[config.mk]
export PLATFORM = sky130hd
export DESIGN_NAME = ook_pulse_width_receiver
export DESIGN_NICKNAME = d
export VERILOG_FILES = /design/src/rtl/ookr_pkg.sv /design/src/rtl/ookr_front.sv /design/src/rtl/ookr_back.sv /design/src/rtl/ook_pulse_width_receiver.sv
export SDC_FILE = /design/constraint.sdc
export NUM_CORES = 1
export LEC_CHECK = 0
export BUFFER_PORTS_ARGS = -buffer_cell sky130_fd_sc_hd__buf_4
export CAP_MARGIN = 30
export CORE_MARGIN = 8
export CORE_UTILIZATION = 45
export DETAILED_ROUTE_END_ITERATION = 8
export PLACE_DENSITY = 0.64
export SYNTH_ARGS = -nofsm -noshare
export SYNTH_HDL_FRONTEND = slang
export SYNTH_HIERARCHICAL = 1
export SYNTH_SLANG_ARGS = --single-unit
[constraint.sdc]
create_clock -name clock -period 3.2 [get_ports clock]
set_input_delay 0.32 -clock clock [delete_from_list [all_inputs] [get_ports clock]]
set_output_delay 0.32 -clock clock [all_outputs]
set_load 0.005 [all_outputs]
[src/rtl/ookr_pkg.sv]
// Shared types, timing windows and helpers for the OOK pulse width receiver.
package ookr_pkg;

   localparam int TIME_WIDTH = 24;
   localparam int NUM_PROTOCOLS = 2;
   localparam int MSG_WIDTH = 32;
   localparam int COUNT_WIDTH = 6;
   localparam int TOLERANCE_PCT = 133;

   localparam int UNIT0_US = 475;
   localparam int UNIT1_US = 180;

   localparam int SYNC0_T = UNIT0_US * (9000 / UNIT0_US);
   localparam int ONE_LOW0_T = UNIT0_US * (4000 / UNIT0_US);
   localparam int ZERO_LOW0_T = UNIT0_US * (2000 / UNIT0_US);
   localparam int ONE_HIGH0_T = UNIT0_US * 1;
   localparam int ZERO_HIGH0_T = UNIT0_US * 1;

   localparam int SYNC1_T = UNIT1_US * 31;
   localparam int ONE_LOW1_T = UNIT1_US * 1;
   localparam int ZERO_LOW1_T = UNIT1_US * 3;
   localparam int ONE_HIGH1_T = UNIT1_US * 3;
   localparam int ZERO_HIGH1_T = UNIT1_US * 1;

   localparam logic [TIME_WIDTH-1:0] SYNC0_LO = TIME_WIDTH'(SYNC0_T * 100 / TOLERANCE_PCT);
   localparam logic [TIME_WIDTH-1:0] SYNC0_HI = TIME_WIDTH'(SYNC0_T * TOLERANCE_PCT / 100);
   localparam logic [TIME_WIDTH-1:0] SYNC1_LO = TIME_WIDTH'(SYNC1_T * 100 / TOLERANCE_PCT);
   localparam logic [TIME_WIDTH-1:0] SYNC1_HI = TIME_WIDTH'(SYNC1_T * TOLERANCE_PCT / 100);

   localparam logic [TIME_WIDTH-1:0] ONE_LOW0_LO =
      TIME_WIDTH'(ONE_LOW0_T * 100 / TOLERANCE_PCT);
   localparam logic [TIME_WIDTH-1:0] ONE_LOW0_HI =
      TIME_WIDTH'(ONE_LOW0_T * TOLERANCE_PCT / 100);
   localparam logic [TIME_WIDTH-1:0] ONE_LOW1_LO =
      TIME_WIDTH'(ONE_LOW1_T * 100 / TOLERANCE_PCT);
   localparam logic [TIME_WIDTH-1:0] ONE_LOW1_HI =
      TIME_WIDTH'(ONE_LOW1_T * TOLERANCE_PCT / 100);

   localparam logic [TIME_WIDTH-1:0] ZERO_LOW0_LO =
      TIME_WIDTH'(ZERO_LOW0_T * 100 / TOLERANCE_PCT);
   localparam logic [TIME_WIDTH-1:0] ZERO_LOW0_HI =
      TIME_WIDTH'(ZERO_LOW0_T * TOLERANCE_PCT / 100);
   localparam logic [TIME_WIDTH-1:0] ZERO_LOW1_LO =
      TIME_WIDTH'(ZERO_LOW1_T * 100 / TOLERANCE_PCT);
   localparam logic [TIME_WIDTH-1:0] ZERO_LOW1_HI =
      TIME_WIDTH'(ZERO_LOW1_T * TOLERANCE_PCT / 100);

   localparam logic [TIME_WIDTH-1:0] ONE_HIGH0_LO =
      TIME_WIDTH'(ONE_HIGH0_T * 100 / TOLERANCE_PCT);
   localparam logic [TIME_WIDTH-1:0] ONE_HIGH0_HI =
      TIME_WIDTH'(ONE_HIGH0_T * TOLERANCE_PCT / 100);
   localparam logic [TIME_WIDTH-1:0] ONE_HIGH1_LO =
      TIME_WIDTH'(ONE_HIGH1_T * 100 / TOLERANCE_PCT);
   localparam logic [TIME_WIDTH-1:0] ONE_HIGH1_HI =
      TIME_WIDTH'(ONE_HIGH1_T * TOLERANCE_PCT / 100);

   localparam logic [TIME_WIDTH-1:0] ZERO_HIGH0_LO =
      TIME_WIDTH'(ZERO_HIGH0_T * 100 / TOLERANCE_PCT);
   localparam logic [TIME_WIDTH-1:0] ZERO_HIGH0_HI =
      TIME_WIDTH'(ZERO_HIGH0_T * TOLERANCE_PCT / 100);
   localparam logic [TIME_WIDTH-1:0] ZERO_HIGH1_LO =
      TIME_WIDTH'(ZERO_HIGH1_T * 100 / TOLERANCE_PCT);
   localparam logic [TIME_WIDTH-1:0] ZERO_HIGH1_HI =
      TIME_WIDTH'(ZERO_HIGH1_T * TOLERANCE_PCT / 100);

   localparam logic [COUNT_WIDTH-1:0] MSG_LEN0 = COUNT_WIDTH'(32);
   localparam logic [COUNT_WIDTH-1:0] MSG_LEN1 = COUNT_WIDTH'(24);
   localparam logic [COUNT_WIDTH-1:0] COUNT_MAX = COUNT_WIDTH'(MSG_WIDTH);

   localparam logic OP_EDGE = 1'b0;
   localparam logic OP_CLEAR = 1'b1;

   typedef struct packed {
      logic                  op;
      logic                  level;
      logic [23:0]           interval_us;
   } req_type;

   typedef struct packed {
      logic                   ready_res;
      logic                   protocol;
      logic [COUNT_WIDTH-1:0] bit_length;
      logic [MSG_WIDTH-1:0]   message;
   } rsp_type;

   typedef struct packed {
      logic                     clear;
      logic                     level;
      logic [NUM_PROTOCOLS-1:0] sync_hit;
      logic [NUM_PROTOCOLS-1:0] one_low_hit;
      logic [NUM_PROTOCOLS-1:0] zero_low_hit;
      logic [NUM_PROTOCOLS-1:0] high_hit;
   } cls_type;

   function automatic logic in_window(input logic [TIME_WIDTH-1:0] val,
                                      input logic [TIME_WIDTH-1:0] lo,
                                      input logic [TIME_WIDTH-1:0] hi);
      return (val >= lo) && (val <= hi);
   endfunction

   function automatic logic [COUNT_WIDTH-1:0] msg_len(input logic prot);
      return prot ? MSG_LEN1 : MSG_LEN0;
   endfunction

endpackage

[src/rtl/ookr_front.sv]
// Front end: classify edge widths against all windows and queue the result.
module ookr_front (
   input  logic            clock,
   input  logic            reset,
   input  logic            push,
   output logic            full,
   input  ookr_pkg::req_type req_data,
   output logic            cls_valid,
   output ookr_pkg::cls_type cls_data,
   input  logic            cls_take
);
   import ookr_pkg::*;

   logic [TIME_WIDTH-1:0] iv;
   cls_type               cls_in;
   cls_type               entry_ff [2];
   logic                  wr_ptr_ff, wr_ptr_in;
   logic                  rd_ptr_ff, rd_ptr_in;
   logic [1:0]            count_ff, count_in;
   logic                  push_ok;

   assign iv = req_data.interval_us[TIME_WIDTH-1:0];

   always_comb begin
      cls_in.clear = (req_data.op == OP_CLEAR);
      cls_in.level = req_data.level;
      cls_in.sync_hit = {in_window(iv, SYNC1_LO, SYNC1_HI), in_window(iv, SYNC0_LO, SYNC0_HI)};
      cls_in.one_low_hit = {in_window(iv, ONE_LOW1_LO, ONE_LOW1_HI),
                            in_window(iv, ONE_LOW0_LO, ONE_LOW0_HI)};
      cls_in.zero_low_hit = {in_window(iv, ZERO_LOW1_LO, ZERO_LOW1_HI),
                             in_window(iv, ZERO_LOW0_LO, ZERO_LOW0_HI)};
      cls_in.high_hit = {in_window(iv, ONE_HIGH1_LO, ONE_HIGH1_HI) ||
                         in_window(iv, ZERO_HIGH1_LO, ZERO_HIGH1_HI),
                         in_window(iv, ONE_HIGH0_LO, ONE_HIGH0_HI) ||
                         in_window(iv, ZERO_HIGH0_LO, ZERO_HIGH0_HI)};
   end

   assign full = (count_ff == 2'd2);
   assign push_ok = push && !full;
   assign cls_valid = (count_ff != 2'd0);
   assign cls_data = entry_ff[rd_ptr_ff];

   always_comb begin
      wr_ptr_in = wr_ptr_ff ^ push_ok;
      rd_ptr_in = rd_ptr_ff ^ (cls_take && cls_valid);
      count_in = count_ff + {1'b0, push_ok} - {1'b0, cls_take && cls_valid};
   end

   always_ff @(posedge clock) begin
      if (reset) begin
         wr_ptr_ff <= 1'b0;
         rd_ptr_ff <= 1'b0;
         count_ff <= 2'd0;
      end else begin
         wr_ptr_ff <= wr_ptr_in;
         rd_ptr_ff <= rd_ptr_in;
         count_ff <= count_in;
      end
   end

   always_ff @(posedge clock) begin
      if (push_ok) begin
         entry_ff[wr_ptr_ff] <= cls_in;
      end
   end

   a_count_bound: assert property (@(posedge clock) disable iff (reset)
      count_ff <= 2'd2) else $error("front queue count out of range");
   a_push_empty: assert property (@(posedge clock) disable iff (reset)
      (push_ok && count_ff == 2'd0) |=> cls_valid) else $error("queued item lost");
   a_drain_last: assert property (@(posedge clock) disable iff (reset)
      (count_ff == 2'd1 && cls_take && !push_ok) |=> !cls_valid)
      else $error("front queue invented an item");

endmodule

[src/rtl/ookr_back.sv]
// Back end: sync and bit-shift state, message hold, and the result queue.
module ookr_back (
   input  logic              clock,
   input  logic              reset,
   input  logic              cls_valid,
   input  ookr_pkg::cls_type cls_data,
   output logic              cls_take,
   output logic              empty,
   input  logic              pop,
   output ookr_pkg::rsp_type rsp_data
);
   import ookr_pkg::*;

   logic                   synced_ff, synced_in;
   logic                   prot_ff, prot_in;
   logic [MSG_WIDTH-1:0]   shift_ff, shift_in;
   logic [COUNT_WIDTH-1:0] count_ff, count_in;
   logic                   ready_ff, ready_in;
   logic [COUNT_WIDTH-1:0] len;
   logic [COUNT_WIDTH-1:0] count_inc;
   logic                   eom;
   rsp_type                rsp_in;

   rsp_type                res_ff [2];
   logic                   wr_ptr_ff, rd_ptr_ff;
   logic [1:0]             res_count_ff, res_count_in;
   logic                   res_full;
   logic                   pop_ok;

   assign res_full = (res_count_ff == 2'd2);
   assign cls_take = cls_valid && !res_full;
   assign len = msg_len(prot_ff);
   assign count_inc = (count_ff < COUNT_MAX) ? count_ff + COUNT_WIDTH'(1) : count_ff;

   always_comb begin
      synced_in = synced_ff;
      prot_in = prot_ff;
      shift_in = shift_ff;
      count_in = count_ff;
      ready_in = ready_ff;
      eom = 1'b0;
      if (cls_data.clear) begin
         ready_in = 1'b0;
         shift_in = '0;
         prot_in = 1'b0;
         synced_in = 1'b0;
      end else if (!ready_ff) begin
         if (cls_data.level) begin
            if (!synced_ff) begin
               if (cls_data.sync_hit[1]) begin
                  synced_in = 1'b1;
                  prot_in = 1'b1;
                  shift_in = '0;
                  count_in = '0;
               end else if (cls_data.sync_hit[0]) begin
                  synced_in = 1'b1;
                  prot_in = 1'b0;
                  shift_in = '0;
                  count_in = '0;
               end
            end else if (cls_data.one_low_hit[prot_ff]) begin
               count_in = count_inc;
               shift_in = {shift_ff[MSG_WIDTH-2:0], 1'b1};
            end else if (cls_data.zero_low_hit[prot_ff]) begin
               count_in = count_inc;
               shift_in = {shift_ff[MSG_WIDTH-2:0], 1'b0};
            end else begin
               eom = 1'b1;
            end
         end else if (synced_ff) begin
            eom = !cls_data.high_hit[prot_ff] || (count_ff >= len);
         end
         if (eom) begin
            if (count_ff >= len) begin
               ready_in = 1'b1;
            end
            synced_in = 1'b0;
         end
      end
   end

   always_comb begin
      rsp_in = '0;
      if (ready_in) begin
         rsp_in.ready_res = 1'b1;
         rsp_in.protocol = prot_in;
         rsp_in.bit_length = msg_len(prot_in);
         rsp_in.message = shift_in;
      end
   end

   always_ff @(posedge clock) begin
      if (reset) begin
         synced_ff <= 1'b0;
         prot_ff <= 1'b0;
         shift_ff <= '0;
         count_ff <= '0;
         ready_ff <= 1'b0;
      end else if (cls_take) begin
         synced_ff <= synced_in;
         prot_ff <= prot_in;
         shift_ff <= shift_in;
         count_ff <= count_in;
         ready_ff <= ready_in;
      end
   end

   assign empty = (res_count_ff == 2'd0);
   assign pop_ok = pop && !empty;
   assign rsp_data = res_ff[rd_ptr_ff];
   assign res_count_in = res_count_ff + {1'b0, cls_take} - {1'b0, pop_ok};

   always_ff @(posedge clock) begin
      if (reset) begin
         wr_ptr_ff <= 1'b0;
         rd_ptr_ff <= 1'b0;
         res_count_ff <= 2'd0;
      end else begin
         wr_ptr_ff <= wr_ptr_ff ^ cls_take;
         rd_ptr_ff <= rd_ptr_ff ^ pop_ok;
         res_count_ff <= res_count_in;
      end
   end

   always_ff @(posedge clock) begin
      if (cls_take) begin
         res_ff[wr_ptr_ff] <= rsp_in;
      end
   end

   a_sync_hold_excl: assert property (@(posedge clock) disable iff (reset)
      !(synced_ff && ready_ff)) else $error("synced while a message is held");
   a_count_sat: assert property (@(posedge clock) disable iff (reset)
      count_ff <= COUNT_MAX) else $error("bit count past saturation");
   a_res_bound: assert property (@(posedge clock) disable iff (reset)
      res_count_ff <= 2'd2) else $error("result queue count out of range");
   a_held_stable: assert property (@(posedge clock) disable iff (reset)
      (ready_ff && cls_take && !cls_data.clear) |=> (ready_ff && $stable(shift_ff)))
      else $error("held message changed without a clear");

endmodule

[src/rtl/ook_pulse_width_receiver.sv]
// Top level of the OOK pulse width receiver.
// Usage: each input transfer on req_data is either a pin edge event (op edge,
// with the new level and the microseconds since the previous edge) or a clear
// of the held message. An input transfer happens when push is high and full is
// low. Every input transfer yields exactly one result: ready_res, protocol,
// bit_length and message as they stand after that item. Results wait in a
// two-entry queue; the head is on rsp_data while empty is low and is taken
// when pop is high.
// Path: a taken item is registered in the classification queue, and its result
// is registered in the result queue, whose head drives rsp_data.
// Throughput: one item per cycle while the result queue has room; the front
// classifier checks all windows in parallel; the back applies one per cycle.
// Stall: when pop stays low the result queue fills, the back stops taking
// from the two-entry classification queue, and full rises once that fills.
// Reset: synchronous; clears both queues and all receiver state.
module ook_pulse_width_receiver (
   input  logic              clock,
   input  logic              reset,
   input  logic              push,
   output logic              full,
   input  ookr_pkg::req_type req_data,
   output logic              empty,
   input  logic              pop,
   output ookr_pkg::rsp_type rsp_data
);
   import ookr_pkg::*;

   logic    cls_valid;
   logic    cls_take;
   cls_type cls_data;

   ookr_front u_front (
      .clock     (clock),
      .reset     (reset),
      .push      (push),
      .full      (full),
      .req_data  (req_data),
      .cls_valid (cls_valid),
      .cls_data  (cls_data),
      .cls_take  (cls_take)
   );

   ookr_back u_back (
      .clock     (clock),
      .reset     (reset),
      .cls_valid (cls_valid),
      .cls_data  (cls_data),
      .cls_take  (cls_take),
      .empty     (empty),
      .pop       (pop),
      .rsp_data  (rsp_data)
   );

endmodule

==> metrics.md, run 1 <==
| Metric | Value |
|---|---|
| Outcome | `complete, no violations` |
| CTS buffer count | `17` |
| Setup bufs post-CTS | `0` |
| Clock buffer depth | `2` |
| Multi-input logic area | `~2800 sq um` |
| Critical path's top delay family | `simple AND/OR/NAND/NOR gates` |
| Final setup fails | `0` |
| Hold Buf Count CTS | `0` |
| FMAX | `371 MHz` |
| Port Buf Inserts | `68` |
| Max-slew headroom | `about 30%` |
| Post-layout util | `between 50 and 60%` |
| Iteration-0 DRC Markers | `between 400 and 500` |
| CP Capture Type | `flip-flop` |
| Die H | `139 um` |
| Crit Path Max Fanout | `18` |
| CP required | `between 3 and 4 ns` |
| Detailed Routing Iterations Pass 1 | `5` |
| Post-synth EDFFs | `90` |
| Clock Sink Count | `approximately 140` |
| Clock root cell | `clkbuf_16` |
| Total negative slack | `0 ns` |
| Routed len/inst | `16.8 um` |
| First-pass GRT wire length | `~26 mm` |
| Post-DR vias/cell | `5.76` |
| CTS tree | `built` |
| P&R area growth vs syn | `17.7%` |
| Final antenna-violating net count | `0` |
| Core Box Area | `15,000 sq um` |
| Ys Warns | `6` |
| Startpoint types | `flip-flop` |
| Netlist cell types | `60` |
| # DRC | `0` |
| Leak | `roughly 2.7 nW` |
| Most frequent cells in the layout | `edfxtp_1 (90), nand2_1 (80), buf_4 (77), nand3_1 (72), dfxtp_1 (49)` |
| Most common cell after layout, fill and taps aside | `edfxtp_1` |
| Final wirelength | `about 15 mm` |
| Period minus WS final | `approximately 2.7 ns` |
| HP Class | `in2reg` |
| Sequential area share after synthesis | `53.8%` |
| Max incr delay on CP | `about 0.81 ns` |
| Seq cells post-synth | `between 100 and 150` |
| RSZ-0062 raised after global routing | `false` |
| Initial Utilization | `45.5%` |
| Worst EP arrival | `about 3 ns` |
| GRT overflow | `0` |
| Skew final | `about 0.009 ns` |
| Fin. max-slew vios | `0` |
| VDD IR max | `0.531 mV` |
| Final Hold Vio Count | `0` |
| RD Place Congestion | `between 0.8 and 0.9` |
| Gr usage total | `approximately 16%` |
| Post_cts resized | `0` |
| Largest net degree at the start of global routing | `52` |
| Critical path buffer and inverter count | `1` |
| Worst-path clk slew | `about 0.06 ns` |
| Asr flop ratio synth | `0%` |
| Fillers | `~1,300` |
| Final critical-path share of the clock period | `approximately 84%` |
| CP max-delay cell | `nor2_1` |
| N_diodes | `0` |
| CP cell instances | `mux2_2, and2b_2, nand2_1, nor2_1, buf_4, o211ai_1` |
| Worst-Margin Slew | `about 1.0 ns` |
| Seq. cell area | `between 3000 and 4000 sq um` |
| Die width | `approximately 140 um` |
| Dominant synthesized flop cell | `edfxtp_1` |
| Max-Cap Viols | `0` |
| Kind of critical path | `reg2reg` |
| Vias in the first global route | `about 5,200` |
| # IOs | `between 70 and 80` |
| Syn avg cell area | `~10 sq um` |
| Cell Area, Synth | `6850 sq um` |
| Final HPWL DP | `a little under 10 mm` |
| Tot Pwr | `between 6 and 7 mW` |
| Final net count | `745` |
| Die area | `19,400 sq um` |
| Post-synthesis cell count | `approximately 660` |
| Row cnt | `45` |
| Initial antenna violation count | `0` |
| PwrDens | `around 800 nW/um^2` |
| Worst-Skew Late Latency | `around 0.43 ns` |
| Layout cells sized above 1 | `between 20% and 30%` |
| Htree depth | `4` |
| Vias post-DR | `around 5,200` |
==> per-layer routing <==
| layer | GRT usage (%) | up-vias | part of all wire, % |
|---|---|---|---|
| li1 | - | 2519 | - |
| met1 | 18.6 | 2499 | 42 |
| met2 | 27.4 | 159 | 50 |
| met3 | 4.48 | 24 | 5.3 |
| met4 | 7.86 | 0 | 1.9 |
| met5 | 0 | - | 0 |
==> cells by family after synthesis <==
logic type	synth area share (%)
simple gates	15.3
compound gates	14.5
flops	53.8
buf+inv	5.15
mux	8.04
fa+ha+maj	2.38
xor+xnor	0.768
other cells	0.0548
==> stage by stage <==
stage	cell area [sq um]	std cells	hold slack, ns	setup slack [ns]
floorplan	6850	658	0.387	0.848
global placement	7440	870	0.485	0.545
detailed placement	7460	871	0.499	0.546
CTS	8060	903	0.0628	0.505
global route	8060	903	0.0647	0.338
finish	8060	903	0.0766	0.502
==> synth_stat cells (3+ instances only) <==
library cell / count / area share, %
o211ai_1: 34 / 3.7
clkbuf_1: 21 / 1.2
ha_1: 13 / 2.4
inv_1: 22 / 1.2
nor2_1: 24 / 1.3
o31ai_1: 8 / 0.88
nor3_1: 6 / 0.44
xnor2_1: 4 / 0.51
buf_4: 5 / 0.55
nand3_1: 72 / 5.3
or4_1: 3 / 0.33
edfxtp_1: 90 / 39
o31a_1: 3 / 0.38
nor2b_1: 6 / 0.55
a21oi_1: 41 / 3.0
buf_1: 6 / 0.33
nand2_1: 80 / 4.4
a2111oi_0: 3 / 0.38
mux2_2: 48 / 7.9
nand4_1: 7 / 0.64
o21ai_0: 34 / 2.5
a31oi_1: 4 / 0.37
dfxtp_1: 49 / 14
buf_2: 21 / 1.5
o21ai_1: 5 / 0.37
==> sequential cells by signal, indices dropped and copies added, names as in the netlist, 2 cells and up <==
| name | flops |
|---|---|
| u_back/res_count_ff | 2 |
| u_back/count_ff | 6 |
| u_back/shift_ff | 32 |
| u_front/entry_ff | 20 |
| u_front/count_ff | 2 |
| u_back/res_ff | 70 |
==> final cells by class <==
| type | instances | share of cell area, % |
|---|---|---|
| inverter | 23 | 1.07 |
| multi-input combinational | 441 | 35.0 |
| sequential | 139 | 45.7 |
| tap | 188 | 2.92 |
| timing repair buffer | 80 | 7.92 |
| clock inverter | 13 | 1.86 |
| clock buffer | 19 | 5.50 |
==> worst paths after layout <==
path | to | cells after the start | from | slack, ns
max | u_back/shift_ff[25]$_SDFFE_PP0P_ | 6 | u_front/rd_ptr_ff$_SDFF_PP0_ | 0.50
min | u_front/entry_ff[1][9]$_DFFE_PP_ | 1 | req_data[25] | 0.08
max reg2reg | u_back/shift_ff[25]$_SDFFE_PP0P_ | 6 | u_front/rd_ptr_ff$_SDFF_PP0_ | 0.50
min reg2reg | u_back/shift_ff[31]$_SDFFE_PP0P_ | 2 | u_back/shift_ff[31]$_SDFFE_PP0P_ | 0.51
==> power breakdown <==
part	internal (mW)	switching [mW]	total, mW
combinational	0.864	1.15	2.01
clock	1.23	0.716	1.95
sequential	2.34	0.142	2.48
Power figures use the tool's default switching activity.
==> run 2: changes to the inputs <==
ABC_AREA = 1   (was default)
clock period = 2.65 ns   (was 3.2 ns; I/O delays follow)
==> run 2 against run 1 <==
  * Synthesized cell count is 31% higher
  * Total power is 46% higher
  * Setup slack worse by 0.23 ns
  * First-iteration DRC count fell by 13%
  * Clock power increased by 29%
  * Non-clock buffer count is 1 higher
  * Critical path type unchanged
==> metrics.md, run 2 <==
| Metric | Value |
|---|---|
| VDD IR max | `around 0.56 mV` |
| Asr flop ratio synth | `0%` |
| Post_cts resized | `0` |
| CP Capture Type | `flip-flop` |
| Final antenna-violating net count | `0` |
| Most frequent cells in the layout | `nand2_1 (273), edfxtp_1 (90), nor2_1 (85), buf_4 (79), inv_1 (71)` |
| Row cnt | `46` |
| Routed len/inst | `between 10 and 15 um` |
| RSZ-0062 raised after global routing | `false` |
| P&R area growth vs syn | `18.5%` |
| CTS buffer count | `17` |
| RD Place Congestion | `between 0.9 and 1` |
| Gr usage total | `16.2%` |
| Clock Sink Count | `between 100 and 150` |
| Vias in the first global route | `5,406` |
| Worst-Skew Late Latency | `roughly 0.42 ns` |
| Initial antenna violation count | `0` |
| Kind of critical path | `reg2reg` |
| Vias post-DR | `between 5,000 and 6,000` |
| Final wirelength | `15.7 mm` |
| Most flops, register | `u_back/res_ff` |
| # IOs | `72` |
| Syn avg cell area | `8.24 sq um` |
| Netlist cell types | `39` |
| Iteration-0 DRC Markers | `390` |
| CP required | `approximately 2.8 ns` |
| Setup bufs post-CTS | `0` |
| Startpoint types | `flip-flop` |
| HP Class | `in2reg` |
| Worst-Margin Slew | `roughly 0.59 ns` |
| Worst hold slack | `around 0.037 ns` |
| Port Buf Inserts | `a little under 70` |
| Synth area leaders | `edfxtp_1 (38%), nand2_1 (14%), dfxtp_1 (14%)` |
| Die H | `roughly 140 um` |
| Leak | `3.49 nW` |
| Total negative slack | `0 ns` |
| Max-slew headroom | `~61%` |
| Final critical-path share of the clock period | `89.8%` |
| Period minus WS final | `approximately 2.4 ns` |
| Synth top cells by count | `nand2_1 (273), edfxtp_1 (90), nor2_1 (85)` |
| Max FFs per register | `70` |
| Core Box Area | `15,700 sq um` |
| Clock buffer depth | `2` |
| Cell Area, Synth | `between 7000 and 8000 sq um` |
| Skew final | `between 0.007 and 0.008 ns` |
| R2R cell count | `10` |
| Leading registers by flop count | `u_back/res_ff (70), u_back/shift_ff (32), u_front/entry_ff (20)` |
| Die area | `20,000 sq um` |
| Die width | `roughly 140 um` |
| Hold Buf Count CTS | `0` |
| Worst-path clk slew | `around 0.060 ns` |
| Outcome | `complete, no violations` |
| Crit Path Max Fanout | `21` |
| First-pass GRT wire length | `approximately 26 mm` |
| Fin. max-slew vios | `0` |
| Hold path cells | `1` |
| Post-synth EDFFs | `90` |
| Layout cells sized above 1 | `between 10% and 20%` |
| FMAX | `about 420 MHz` |
| Max-Cap Viols | `0` |
| PwrDens | `around 1100 nW/um^2` |
| Clock root cell | `clkbuf_16` |
| Dominant synthesized flop cell | `edfxtp_1` |
| Largest net degree at the start of global routing | `38` |
| Final Hold Vio Count | `0` |
| Worst EP arrival | `2.52 ns` |
| Fillers | `1,454` |
| Detailed Routing Iterations Pass 1 | `5` |
| # DRC | `0` |
| Post-synthesis cell count | `about 860` |
| Most common cell after layout, fill and taps aside | `nand2_1` |
| Final setup fails | `0` |
| N_diodes | `0` |
| Htree depth | `4` |
| Seq cells post-synth | `139` |
| Initial Utilization | `a little under half` |
| Final net count | `just under 1,000` |
| Multi-input logic area | `between 2000 and 3000 sq um` |
| Sequential area share after synthesis | `roughly half` |
| Post-DR vias/cell | `just under 5` |
| Final HPWL DP | `between 10 and 15 mm` |
| Ys Warns | `6` |
| GRT overflow | `0` |
| Yosys top cell area share | `38.1%` |
| CTS tree | `built` |
| Seq. cell area | `around 3700 sq um` |
| Yosys top cell by area | `edfxtp_1` |
| Most frequent cell after synthesis | `nand2_1` |
## run 2: final timing paths
| kind | start | endpoint | slack, ns |
|---|---|---|---|
| worst max register to register | u_front/rd_ptr_ff$_SDFF_PP0_ | u_back/res_ff[0][18]$_DFFE_PP_ | 0.27 |
| worst min-delay path | req_data[25] | u_front/entry_ff[1][9]$_DFFE_PP_ | 0.04 |
| worst max-delay path | u_front/rd_ptr_ff$_SDFF_PP0_ | u_back/res_ff[0][18]$_DFFE_PP_ | 0.27 |
| worst min register to register | u_back/count_ff[1]$_SDFFE_PP0P_ | u_back/count_ff[1]$_SDFFE_PP0P_ | 0.51 |
## run 2: routing by layer
layer	share of wire, %	track usage, %	vias to the layer above	wire length, um
li1	-	-	2939	-
met1	49	20.8	2568	7640
met2	46	25.8	102	7170
met3	4.0	3.60	23	622
met4	1.6	6.84	0	250
met5	0	0	-	0
## run 2: kinds of logic after synthesis
family | after synthesis | synth area share, %
AND/OR/NAND/NOR | 437 | 26.1
AO/OA/AOI/OAI | 139 | 11.0
flip-flops | 139 | 51.9
buffers and inverters | 127 | 7.96
adder cells (fa/ha/maj) | 13 | 2.29
XOR/XNOR | 5 | 0.618
other | 1 | 0.0529
## run 2: power by group
group | internal (mW) | switching (mW) | total, mW
logic | 1.26 | 2.26 | 3.53
registers | 3.08 | 0.274 | 3.36
clock network | 1.65 | 0.868 | 2.52
total | 6.00 | 3.41 | 9.41
## run 2: critical path, cell delays in order, from the launching register on
cell and delay (ns):
dfxtp_1 0.32, inv_1 0.22, nand2_1 0.08, nand2_1 0.14, nand2_1 0.16, inv_1 0.14
nand2_2 0.17, nor2_4 0.53, o22ai_1 0.14, nand2_1 0.14, nor2_1 0.07
## run 2: area by class of cell
cell class | instances | share of cell area (%)
Inverter | 88 | 3.98
Sequential cell | 139 | 43.9
Timing Repair Buffer | 81 | 7.54
Tap cell | 216 | 3.22
Multi-Input combinational cell | 597 | 33.9
Clock buffer | 18 | 5.11
Clock inverter | 13 | 2.37
## run 2: metrics by stage
stage	util (%)	area, sq um	total power, mW	worst slack, ns	std cells
global route	53.7	8400	10.1	0.0731	1152
global placement	49.6	7770	6.91	0.342	1121
finish	53.7	8400	9.41	0.271	1152
floorplan	-	7100	5.77	0.101	863
detailed placement	49.6	7770	6.95	0.311	1121
CTS	53.7	8400	9.48	0.283	1152
==> run 3: changes to the inputs <==
REMOVE_ABC_BUFFERS = 1   (was default)
==> run 3 against run 2 <==
  * Register-to-register slack improved by 0.07 ns
  * Clock-buffer cell count rose by 5
  * Setup slack improved by 0.073 ns
  * Cell count fell by 0.35%
  * Via count rose by 1.1%
  * Critical path type unchanged
  * Largest cell class unchanged
  * Highest routed layer unchanged
==> metrics.md, run 3 (synthesis results as in run 2) <==
| Metric | Value |
|---|---|
| Outcome | `complete, no violations` |
| Post-place setup slack | `0.352 ns` |
| Port Buf Inserts | `just under 70` |
| Core Box Area | `around 16,000 sq um` |
| Max-Cap Viols | `0` |
| Worst R2R Setup Slack | `about 0.34 ns` |
| Dpl cells | `about 1,100` |
| Grt peak-use layer | `met2` |
| Final HPWL DP | `~10 mm` |
| Period minus WS final | `~2.3 ns` |
| P&R area growth vs syn | `16.7%` |
| CTS buffer count | `17` |
| Initial antenna violation count | `0` |
| Die area | `20,000 sq um` |
| Cell repeated most along the worst path | `nand2_1` |
| Largest net degree at the start of global routing | `between 70 and 80` |
| Final net count | `between 900 and 1,000` |
| Detailed Routing Iterations Pass 1 | `5` |
| CP required | `approximately 2.8 ns` |
| Layout cells sized above 1 | `between 15 and 20%` |
| Seq. cell area | `3680 sq um` |
| Post-DR vias/cell | `about 5.0` |
| Final wirelength | `15.4 mm` |
| Routed len/inst | `between 10 and 15 um` |
| VDD IR max | `roughly 0.54 mV` |
| Row cnt | `between 40 and 50` |
| FMAX | `~430 MHz` |
| Critical path's top delay family | `simple AND/OR/NAND/NOR gates` |
| Worst Min Path Start | `req_data[25]` |
| Final instance area | `~8300 sq um` |
| Worst EP arrival | `2.45 ns` |
| Met2 Use GR | `between 20% and 30%` |
| # DRC | `0` |
| Multi-input logic area | `between 2000 and 3000 sq um` |
| Fin. max-slew vios | `0` |
| HP Class | `in2reg` |
| Most frequent cells in the layout | `nand2_1 (273), edfxtp_1 (90), nor2_1 (85), buf_4 (75), inv_1 (71)` |
| Total negative slack | `0 ns` |
| Skew final | `about 0.0065 ns` |
| Clock Power Share | `between 20% and 30%` |
| Worst-Skew Late Latency | `roughly 0.42 ns` |
| Max incr delay on CP | `about 0.4 ns` |
| PwrDens | `around 1100 nW/um^2` |
| Gr usage total | `between 10% and 20%` |
| CP max-delay cell | `dfxtp_1` |
| CP Capture Type | `flip-flop` |
| Clock root cell | `clkbuf_16` |
| GR Util met1 | `19.4%` |
| Critical path buffer and inverter count | `3` |
| Post-layout util | `a little over half` |
| Worst path depth | `11` |
| R2R cell count | `11` |
| Final setup fails | `0` |
| Die H | `approximately 140 um` |
| Max-slew headroom | `55.8%` |
| Max FFs per register | `70` |
| First-pass GRT wire length | `between 20 and 30 mm` |
| Met3 usage | `under 10%` |
| Most flops, register | `u_back/res_ff` |
| Setup bufs post-CTS | `0` |
| Iteration-0 DRC Markers | `roughly 320` |
| Fillers | `1,467` |
| Tot Pwr | `approximately 9 mW` |
| Final cell count without fillers | `1,148` |
| Share of power burned in registers | `about 38%` |
| Post_cts resized | `0` |
| RD Place Congestion | `0.896` |
| RSZ-0062 raised after global routing | `false` |
| CTS tree | `built` |
| Final critical-path share of the clock period | `approximately 87%` |
| N_diodes | `0` |
| Htree depth | `4` |
| Initial Utilization | `45.3%` |
| Crit Path Max Fanout | `18` |
| Hold Buf Count CTS | `0` |
| Hold Path Sink | `u_front/entry_ff[1][9]$_DFFE_PP_` |
| Final Worst Setup Slack | `between 0.3 and 0.4 ns` |
| Final antenna-violating net count | `0` |
| Switching pwr | `3.32 mW` |
| Clock buffer depth | `2` |
| Leak | `between 3 and 4 nW` |
| Kind of critical path | `reg2reg` |
| Startpoint types | `flip-flop` |
| Area after DPL | `a little under 8000 sq um` |
| Int Power | `between 5 and 6 mW` |
| Switch share | `a little under two fifths` |
| CP cell instances | `inv_1, nand2_1, nand2_1, nand2_1, inv_1, nand2_2, nor2_4, buf_12, o22ai_1, nand2_1, nor2_1` |
| Vias post-DR | `between 5,000 and 6,000` |
| Die width | `roughly 140 um` |
| Worst-path clk slew | `0.05 ns` |
| Worst-Margin Slew | `approximately 0.66 ns` |
| Worst hold slack | `~0.032 ns` |
| Logic pwr share | `between 30% and 40%` |
| Reg2reg end | `u_back/res_ff[1][20]$_DFFE_PP_` |
| GRT overflow | `0` |
| Reg2reg start | `u_front/rd_ptr_ff$_SDFF_PP0_` |
| Final Hold Vio Count | `0` |
| Most common cell after layout, fill and taps aside | `nand2_1` |
| # IOs | `between 70 and 80` |
| Hold path cells | `1` |
| Clock Sink Count | `139` |
| Vias in the first global route | `about 5,400` |
| Leading registers by flop count | `u_back/res_ff (70), u_back/shift_ff (32), u_front/entry_ff (20)` |
run 3: final cells by class:
| class | count | area share (%) |
|---|---|---|
| sequential | 139 | 44.5 |
| inverter | 88 | 4.04 |
| multi-input combinational | 597 | 34.4 |
| clock buffer | 23 | 5.53 |
| tap | 216 | 3.27 |
| clock inverter | 9 | 1.18 |
| timing repair buffer | 76 | 7.04 |
run 3: layer usage:
layer  vias to the layer above  wire (um)  share of wire, %
li1                       2938          -                 -
met1                      2602       7120                46
met2                       124       7160                47
met3                        29        779               5.1
met4                         0        334               2.2
met5                         -          0                 0
run 3: power by group through the flow:
stage | Clock [mW] | Combinational (mW) | Sequential, mW
2_1_floorplan | 0 | 2.17 | 3.37
3_3_place_gp | 0 | 3.42 | 3.41
3_5_place_dp | 0 | 3.45 | 3.42
4_1_cts | 2.27 | 3.47 | 3.38
5_1_grt | 2.36 | 3.86 | 3.46
6_report | 2.22 | 3.41 | 3.38
run 3: worst max-delay path by stage:
stage	startpoint	end	slack [ns]
final	u_front/rd_ptr_ff$_SDFF_PP0_	u_back/res_ff[1][20]$_DFFE_PP_	0.34
after global placement	u_front/rd_ptr_ff$_SDFF_PP0_	u_back/res_ff[0][16]$_DFFE_PP_	0.41
after CTS	u_front/rd_ptr_ff$_SDFF_PP0_	u_back/res_ff[1][20]$_DFFE_PP_	0.34
after global routing	u_front/rd_ptr_ff$_SDFF_PP0_	u_back/res_ff[0][23]$_DFFE_PP_	0.03
after floorplan	u_front/count_ff[0]$_SDFF_PP0_	u_back/res_ff[0][0]$_DFFE_PP_	-0.23
after detailed placement	u_front/rd_ptr_ff$_SDFF_PP0_	u_back/res_ff[1][17]$_DFFE_PP_	0.35
